<file path="config.mk">
export PLATFORM = sky130hd
export DESIGN_NAME = sbeq_ctrl
export DESIGN_NICKNAME = d
export VERILOG_FILES = /design/src/design/sbeq_pkg.sv /design/src/design/sbeq_ctrl.sv
export SDC_FILE = /design/constraint.sdc
export NUM_CORES = 1
export LEC_CHECK = 0
export BUFFER_PORTS_ARGS = -buffer_cell sky130_fd_sc_hd__buf_4
export CAP_MARGIN = 20
export CORE_ASPECT_RATIO = 0.9
export CORE_MARGIN = 2
export CORE_UTILIZATION = 44
export DETAILED_ROUTE_END_ITERATION = 7
export GPL_ROUTABILITY_DRIVEN = 0
export PLACE_DENSITY = 0.7
export SLEW_MARGIN = 10
export SYNTH_ARGS = -nofsm -noshare
export SYNTH_HDL_FRONTEND = slang
export SYNTH_SLANG_ARGS = --single-unit
</file>
<file path="constraint.sdc">
create_clock -name clock -period 2.4 [get_ports clock]
set_input_delay 0.12 -clock clock [delete_from_list [all_inputs] [get_ports clock]]
set_output_delay 0.12 -clock clock [all_outputs]
set_load 0.005 [all_outputs]
</file>
<file path="src/design/sbeq_pkg.sv">
`default_nettype none
package sbeq_pkg;

   localparam int SAMPLE_W   = 16;
   localparam int COEF_IDX_W = 5;
   localparam int COEF_W     = 32;
   localparam int SIG_W      = 32;
   localparam int CSR_IDX_W  = 2;
   localparam int CSR_DATA_W = 16;
   localparam int WIDTH_W    = 16;
   localparam int TAPS       = 5;
   localparam int WIDTH_MAX  = 32768;
   localparam int LIM_THRESH = 32000;
   localparam int LIM_KNEE   = 767;

   localparam logic ACT_FRAME = 1'b0;
   localparam logic ACT_COEF  = 1'b1;

   localparam logic [CSR_IDX_W-1:0] CSR_DSP_ENABLE     = 2'd0;
   localparam logic [CSR_IDX_W-1:0] CSR_LOWPASS_ENABLE = 2'd1;
   localparam logic [CSR_IDX_W-1:0] CSR_LIMITER_ENABLE = 2'd2;
   localparam logic [CSR_IDX_W-1:0] CSR_SIDE_GAIN      = 2'd3;

   typedef enum logic [3:0] {
      ST_IDLE, ST_PREP, ST_MAC, ST_WB, ST_MS1, ST_MS2,
      ST_LSET, ST_LDIV, ST_LFIN, ST_EMIT
   } state_type;

   typedef enum logic [3:0] {
      OP_NONE, OP_CAPTURE, OP_MAC, OP_WB, OP_MS1, OP_MS2,
      OP_LSET, OP_LDIV, OP_LFIN, OP_EMIT
   } op_type;

   typedef struct packed {
      op_type op;
      logic   bypass;
   } dp_cmd_type;

   typedef struct packed {
      logic action;
      logic out_free;
   } dp_status_type;

endpackage
`default_nettype wire

</file>
<file path="src/design/sbeq_ctrl.sv">
`default_nettype none
module sbeq_ctrl #(
   parameter int NUM_SECTIONS  = 4,
   parameter int SIG_FRAC_BITS = 8,
   localparam int SECW = $clog2(NUM_SECTIONS + 1),
   localparam int QW   = 10 + SIG_FRAC_BITS,
   localparam int CNTW = $clog2(QW)
) (
   input  wire logic                   clock,
   input  wire logic                   reset,
   input  wire logic                   req_valid,
   output logic                        req_ready,
   input  wire logic                   dsp_enable,
   input  wire logic                   lowpass_enable,
   input  wire logic                   limiter_enable,
   input  wire sbeq_pkg::dp_status_type status,
   output sbeq_pkg::dp_cmd_type        cmd,
   output logic [SECW-1:0]             sec,
   output logic                        ch,
   output logic [CNTW-1:0]             cnt
);
   import sbeq_pkg::*;

   state_type       state_ff, state_in;
   logic [SECW-1:0] sec_ff, sec_in;
   logic            ch_ff, ch_in;
   logic [CNTW-1:0] cnt_ff, cnt_in;
   logic [SECW-1:0] sec_start;

   assign sec_start = lowpass_enable ? '0 : SECW'(1);
   assign sec = sec_ff;
   assign ch  = ch_ff;
   assign cnt = cnt_ff;

   always_ff @(posedge clock) begin
      if (reset) begin
         state_ff <= ST_IDLE;
         sec_ff   <= '0;
         ch_ff    <= 1'b0;
         cnt_ff   <= '0;
      end else begin
         state_ff <= state_in;
         sec_ff   <= sec_in;
         ch_ff    <= ch_in;
         cnt_ff   <= cnt_in;
      end
   end

   always_comb begin
      state_in   = state_ff;
      sec_in     = sec_ff;
      ch_in      = ch_ff;
      cnt_in     = cnt_ff;
      req_ready  = 1'b0;
      cmd.op     = OP_NONE;
      cmd.bypass = !dsp_enable;
      unique case (state_ff)
         ST_IDLE: begin
            req_ready = !reset;
            if (req_valid && !reset) begin
               cmd.op   = OP_CAPTURE;
               state_in = ST_PREP;
            end
         end
         ST_PREP: begin
            sec_in = sec_start;
            ch_in  = 1'b0;
            cnt_in = '0;
            if (status.action == ACT_COEF) begin
               state_in = ST_IDLE;
            end else if (!dsp_enable) begin
               state_in = ST_EMIT;
            end else if (32'(sec_start) >= NUM_SECTIONS) begin
               state_in = ST_MS1;
            end else begin
               state_in = ST_MAC;
            end
         end
         ST_MAC: begin
            cmd.op = OP_MAC;
            if (cnt_ff == CNTW'(TAPS)) begin
               cnt_in   = '0;
               state_in = ST_WB;
            end else begin
               cnt_in = cnt_ff + CNTW'(1);
            end
         end
         ST_WB: begin
            cmd.op = OP_WB;
            if (!ch_ff) begin
               ch_in    = 1'b1;
               state_in = ST_MAC;
            end else begin
               ch_in  = 1'b0;
               sec_in = sec_ff + SECW'(1);
               if (sec_ff + SECW'(1) == SECW'(NUM_SECTIONS)) begin
                  state_in = ST_MS1;
               end else begin
                  state_in = ST_MAC;
               end
            end
         end
         ST_MS1: begin
            cmd.op   = OP_MS1;
            state_in = ST_MS2;
         end
         ST_MS2: begin
            cmd.op   = OP_MS2;
            ch_in    = 1'b0;
            state_in = limiter_enable ? ST_LSET : ST_EMIT;
         end
         ST_LSET: begin
            cmd.op   = OP_LSET;
            cnt_in   = CNTW'(QW - 1);
            state_in = ST_LDIV;
         end
         ST_LDIV: begin
            cmd.op = OP_LDIV;
            if (cnt_ff == '0) begin
               state_in = ST_LFIN;
            end else begin
               cnt_in = cnt_ff - CNTW'(1);
            end
         end
         ST_LFIN: begin
            cmd.op = OP_LFIN;
            if (!ch_ff) begin
               ch_in    = 1'b1;
               state_in = ST_LSET;
            end else begin
               ch_in    = 1'b0;
               state_in = ST_EMIT;
            end
         end
         ST_EMIT: begin
            if (status.out_free) begin
               cmd.op   = OP_EMIT;
               state_in = ST_IDLE;
            end
         end
         default: state_in = ST_IDLE;
      endcase
   end

endmodule
`default_nettype wire

</file>
Word level (Yosys, flattened, before mapping)
Index checks and enable logic that the tools add are counted.
- add/subtract/negate cells: 3
- magnitude comparators: 1
- eq/ne operators: 17
- muxes and demuxes: 24
- reduce and logical (&&, ||, !) cells: 13
- operators by type and width (kind ; number):
    4-bit one-hot mux with 10 select lines ; 1
    4-bit two-way mux ; 9
    4-bit one-hot mux with 9 select lines ; 1
    5-bit one-hot mux with 4 select lines ; 1
    4-bit by 3-bit == test with 1-bit output, second input constant ; 4
    3-bit two-way mux ; 4
    2-bit != test, second input constant ; 6
    5-bit two-way mux ; 2
    4-bit by 2-bit == test with 1-bit output, second input constant ; 2
    4-bit == test, second input constant ; 2
    3-bit one-hot mux with 2 select lines ; 1
    5-bit by 1-bit adder with 5-bit output, second input constant ; 1
    5-bit by 3-bit == test with 1-bit output, second input constant ; 1
    5-bit logical NOT ; 1
    5-bit by 1-bit subtractor with 5-bit output, second input constant ; 1
    4-bit by 1-bit == test with 1-bit output, second input constant ; 1
    4-bit logical NOT ; 1
    1-bit two-way mux ; 4
    2-bit AND reduction ; 2
    4-bit AND reduction ; 1
    2-bit nonzero test ; 2
    4-bit nonzero test ; 1
    2-bit OR reduction ; 2
    3-bit by 1-bit adder with 3-bit output, second input constant ; 1
    other kinds (5) ; 6
- register bits after elaboration: 13
- bits of input ports: 8
- output and inout port bits: 15

Depth between registers and ports, before layout
Gate-level depths: netlist of the first run.
- word-level depth: 6
- gate-level depth with buffers: 7

Worst setup path before layout of the first run
Ideal clock, no wire load.
- path type: register to register
- from: register cnt_ff[0], in the netlist cnt[0]
- to: register cnt_ff[4], in the netlist cnt[4]
- setup time: 0.057 ns
- data arrival time: 1.874 ns
- data required time: 2.343 ns
- setup slack: 0.469 ns
- stages on the path, launching flop included: 8
- buffers on the path: 1
- path through: dfxtp_1 > inv_1 > ha_1 > or4b_4 > buf_6 > a311o_1 > a311oi_2 > a21o_1
- word-level cells in the longest chain between the ends: 3
- ends and longest elaborated chain (what ; RTL line ; RTL):
    from (decl) ; sbeq_ctrl.sv:27 ; logic [CNTW-1:0] cnt_ff, cnt_in;
    from (signal assigned) ; sbeq_ctrl.sv:45 ; cnt_ff <= cnt_in;
    5-bit by 1-bit subtractor with 5-bit output (tied with other cells) ; sbeq_ctrl.sv:122 ; cnt_in = cnt_ff - CNTW'(1);
    5-bit two-way mux (tied with other cells) ; sbeq_ctrl.sv:119 ; if (cnt_ff == '0) begin
    5-bit one-hot mux with 4 select lines / 2-bit AND reduction (equally long branches) ; - ;
Parallel ways exist; a longest one is shown, timed or not. The select of a mux whose other input is x is not followed.
A chain may end at the register's enable or synchronous reset.

Final worst setup path of the first run
- from: register cnt_ff[0], in the netlist cnt[0]
- to: register cnt_ff[0], in the netlist cnt[0]
The elaborated chain is that of the path after synthesis.

==> impl_metrics.ini, run 1 <==
[synth]
yosys_most_used_dff = dfxtp_1
ys_seq_elements = 13
ys_seq_area_share_pct = 23.0
synth-async-reset-ratio_pct = 0
synth_top_cells_by_area = dfxtp_1, ha_1, a21oi_1, nand3_1, inv_1
yosysWarnings = 0
synthDistinctLibCells = 51
syn_area_mm2 = 0.00113
synth_nets = 161
synth-edff-count = 0
synth_area_per_cell_um2 = 7.70
synthCells = 147
synth_top_area_share_pct = 23.0
yosysTopAreaCell = dfxtp_1

[placement]
placed_area_mm2 = 0.00129
place_ws_ps = 361
io_buffers = 22
dp_hpwl_mm = 2.04

[floorplanning]
initial_core_util_pct = 46.3
die_height_um = 52.1
io_pins = 23
dieWidth_um = 57.5
core_mm2 = 0.00245
rows = 17
die_area_mm2 = 0.00300

[routing]
vias = 1166
drc = 0
drt_iter0_markers = 63
viasPerCell = 6.10
dr.pass1.iters = 5
wl_mm = 2.83
wl_per_cell_um = 14.8
detail-route-antenna-nets = 0

[timing]
slew_headroom_pct = 50.2
tightest_slew_ps = 746
setup_viol = 0
slew_violations = 0
fin_crit_ps = 2050
fin_crit_sh_pct = 85.4
hold_violations = 0
layout_setup_ws_ps = 351
finalSetupTns_ps = 0
rsz0062_at_grt = false
fin_skew_ps = 6.95
max_freq_ghz = 0.488

[grt]
busiest_layer = met2
grt_util_met1_pct = 24.9
grt_util_met3_pct = 6.22
grt_max_degree = 24
antenna_found_initial = 0
grt_pass1_wl_mm = 4.47
track_usage_pct = 19.2
grtUsageMet2_pct = 28.8
overflow = 0
first_global_vias = 1033

[clock_tree]
path_clk_slew_ps = 90
post_cts_buffers = 0
cts_max_path_buffers = 2
cts_tree = yes
worstSkewPairLatency_ps = 290
hold_buffers = 0
cts_buffers = 3
clkSinkCount = 13
clock-root-buffer = clkbuf_4
cts_max_level = 1
cts-resized-gates = 0

[critical_path]
crit_type = flip-flop to flip-flop
cp.arrival_ps = 2270
crit_path_end_kind = flip-flop
cp-start-kind = flip-flop
path_max_fanout = 8
worst_ep_required_time_ps = 2630
ff2ff_setup_slack_ps = 350

[power_and_ir_drop]
p_leak_nw = 0.529
irDropWorstVdd_v = 0.000338
power.density_mw_per_mm2 = 475

[finish]
syn2layout_area_growth_pct = 16.2
nets = 178
num_antenna_cells = 0
fill_cells = 233
final_cell_area_mm2 = 0.00132
multi_input_comb_area_um2 = 764
drive_gt1_share_pct = 21.5
ff_latch_area_um2 = 260

[run_status]
outcome = complete, no violations

[worst_hold_path]
hold_class = primary input to flip-flop

[run]
max-cap-violations = 0
## synthesized netlist by cell type, types with 3 or more instances
master and count:
dfxtp_1 13, nand3_1 8, ha_1 6, a21oi_1 14, o21ai_0 4, nor2_1 10
or3_1 3, nor3_1 4, nand2b_1 6, mux2i_1 3, clkbuf_1 7, nor4b_1 3
nand2_1 8, inv_1 10
## flip-flops by register name (all words and copies together) (netlist names)
| register | flops |
|---|---|
| state_ff | 4 |
| sec | 3 |
| cnt | 5 |
| ch | 1 |
## layout by cell type, fill, tap and decap left out, types with 2 or more instances in the layout
master    instances
buf_4            25
a21oi_1          14
dfxtp_1          13
inv_1            10
nor2_1           10
nand3_1           8
nand2_1           8
nand2b_1          6
ha_1              6
o21ai_0           4
nor3_1            4
or3_1             3
nor4b_1           3
mux2i_1           3
clkbuf_4          3
a22o_1            2
o22ai_1           2
or4bb_1           2
nor4bb_1          2
nor4_1            2
o32ai_1           2
nor3b_1           2
xnor2_1           2
## logic make-up (layout without fill, tap and decap cells)
group                    Yosys count  after routing  share of synthesized area, %
XOR/XNOR                           2              2                          1.55
AO/OA/AOI/OAI                     42             42                          26.7
multiplexers                       3              3                          2.65
adder cells (fa/ha/maj)            6              6                          6.63
buffers and inverters             24             40                          9.50
flip-flops                        13             13                          23.0
AND/OR/NAND/NOR                   57             57                          29.9
## critical path, stage by stage, from the launching register on
cell     delay (ps)
dfxtp_1         400
inv_1           120
ha_1            140
or4b_4          510
a311o_1         430
a21oi_2         220
a22o_1          180
## area by class of cell
class                           instances  area share, %
Inverter                               11           3.14
Timing Repair Buffer                   25           14.3
Clock buffer                            3           1.71
Multi-Input combinational cell        110           58.1
Clock inverter                          1          0.380
Sequential cell                        13           19.8
Tap cell                               28           2.66
## final timing paths
check / from / cells past startpoint / end
worst min register to register: sec[0] / 1 / sec[0]
worst max register to register: cnt[0] / 6 / cnt[0]
worst min-delay path: lowpass_enable / 3 / sec[0]
worst max-delay path: cnt[0] / 6 / cnt[0]
## per-stage QoR
stage               hold WS (ps)  total power, mW  util [%]  cells
global placement             421            0.479      52.7    187
CTS                          128            0.629      53.8    191
finish                       124            0.625      53.8    191
global route                 130            0.669      53.8    191
detailed placement           433            0.485      52.7    187
floorplan                    274            0.416         -    147
## report_power, final
group | switching, mW | total [mW] | leakage (nW) | internal [mW]
logic | 0.104 | 0.210 | 0.406 | 0.106
registers | 0.0408 | 0.270 | 0.105 | 0.230
clock network | 0.0826 | 0.145 | 0.0177 | 0.0619
total | 0.228 | 0.625 | 0.529 | 0.397
## routing by layer
| layer | share of wire, % | vias to the layer above |
|---|---|---|
| met2 | 44 | 40 |
| met1 | 48 | 547 |
| met3 | 7.2 | 2 |
| met4 | 0.35 | 0 |
| li1 | - | 577 |
| met5 | 0 | - |
No activity file was read; power rests on OpenSTA's default activity.
==> inputs of run 2 (changes only) <==
- CELL_PAD_IN_SITES_DETAIL_PLACEMENT: default -> 1
- CELL_PAD_IN_SITES_GLOBAL_PLACEMENT: default -> 2
- CORE_UTILIZATION: 44 -> 31
- PLACE_DENSITY: 0.7 -> 0.83
- SLEW_MARGIN: 10 -> 0
==> run 2 against run 1 <==
Against the previous run: global-route usage down 0.96 points; design area up 4.6%; cell count increased by 9.9%; largest power group unchanged; highest routed layer unchanged.
==> impl_metrics.ini, run 2 (same netlist as run 1, synthesis figures left out) <==
[routing]
viasPerCell = 5.65
dr.pass1.iters = 4
drt_iter0_markers = 33
wl_mm = 3.49
drc = 0
detail-route-antenna-nets = 0
vias = 1187
wl_per_cell_um = 16.6

[critical_path]
r2r-start = cnt[1]
crit_type = flip-flop to flip-flop
cp-startpoint = cnt[1]
crit_path_end_kind = flip-flop
path_max_fanout = 7
reg2reg_depth = 6
cp.arrival_ps = 2260
worst_ep_required_time_ps = 2600
cp-start-kind = flip-flop

[finish]
nets = 181
drive_gt1_share_pct = 22.3
layout_common_cells = buf_4, a21oi_1, dfxtp_1
ff_latch_area_um2 = 260
fill_cells = 424
multi_input_comb_area_um2 = 764
layout_commonest_cell = buf_4
syn2layout_area_growth_pct = 21.5
finalNonFillerCells = 210
num_antenna_cells = 0
largest_reg_flops = 5

[worst_hold_path]
min_from = lowpass_enable
min_path_cells = 3
hold_class = primary input to flip-flop

[grt]
antenna_found_initial = 0
overflow = 0
grt_max_degree = 24
track_usage_pct = 18.2
grt_pass1_wl_mm = 5.66
first_global_vias = 1170

[power_and_ir_drop]
irDropWorstVdd_v = 0.000245
swShare_pct = 35.1
seqPwrFrac_pct = 37.9
p_int_mw = 0.459
p_leak_nw = 0.550
power.density_mw_per_mm2 = 514
switching_power_mw = 0.248
comb_power_share_pct = 31.9
clockPowerShare_pct = 30.2

[run]
max-cap-violations = 0

[timing]
fin_crit_sh_pct = 85.5
rsz0062_at_grt = false
finalSetupTns_ps = 0
setup_viol = 0
slew_violations = 0
tightest_slew_ps = 746
fin_crit_ps = 2050
max_freq_ghz = 0.487
hold_violations = 0
slew_headroom_pct = 50.2
fin_skew_ps = 2.86

[floorplanning]
rows = 20
die_area_mm2 = 0.00415
initial_core_util_pct = 33.0
die_height_um = 61.3
io_pins = 23
core_mm2 = 0.00343
dieWidth_um = 67.7

[clock_tree]
post_cts_buffers = 0
clkSinkCount = 13
clock-root-buffer = clkbuf_8
path_clk_slew_ps = 60
cts_buffers = 3
cts_tree = yes
cts_max_level = 1
cts_max_path_buffers = 2
hold_buffers = 0
cts-resized-gates = 0
worstSkewPairLatency_ps = 250

[run_status]
outcome = complete, no violations

[placement]
dp_hpwl_mm = 2.59
io_buffers = 22
place_inst = 206
==> run 2: worst paths after layout <==
path                            endpoint  slack (ps)
worst max-delay path              cnt[4]         350
worst min-delay path              sec[0]         160
worst max register to register    cnt[4]         350
worst min register to register    sec[0]         520
==> run 2: routing by layer <==
layer / vias to the layer above / GRT usage [%] / part of all wire (%)
met3: 3 / 2.38 / 3.3
met2: 24 / 29.8 / 48
met4: 0 / 6.41 / 0.60
met5: - / 0 / 0
met1: 579 / 24.8 / 48
li1: 581 / - / -
==> run 2: stage by stage <==
step                area (um2)  util (%)  power (mW)  setup slack [ps]  hold WS (ps)
global placement          1330      38.8       0.490               455           424
CTS                       1380      40.1       0.706               346           168
detailed placement        1330      38.8       0.498               392           430
finish                    1380      40.1       0.707               348           163
global route              1380      40.1       0.744               239           195
floorplan                 1130         -       0.416               469           274
==> run 2: power groups by stage <==
stage                     sequential, mW  clock [mW]  combinational [mW]
final                              0.268       0.213               0.226
after detailed placement           0.273           0               0.225
after global routing               0.273       0.221               0.251
after floorplan                    0.245           0               0.171
after CTS                          0.270       0.209               0.227
after global placement             0.272           0               0.218
==> run 2: worst max-delay path, cell delays in order (launching register included) <==
cell and delay (ps):
dfxtp_1 350, inv_1 150, ha_1 170, or4b_4 510, a311o_1 440, a311oi_2 270
a21o_1 110
==> run 2: area by class of cell <==
type / instances / area share [%]
well taps: 44 / 4.00
repair buffers: 28 / 15.3
clock buffers: 4 / 3.27
multi-input cells: 110 / 55.5
flip-flops and latches: 13 / 18.9
inverters: 11 / 3.00
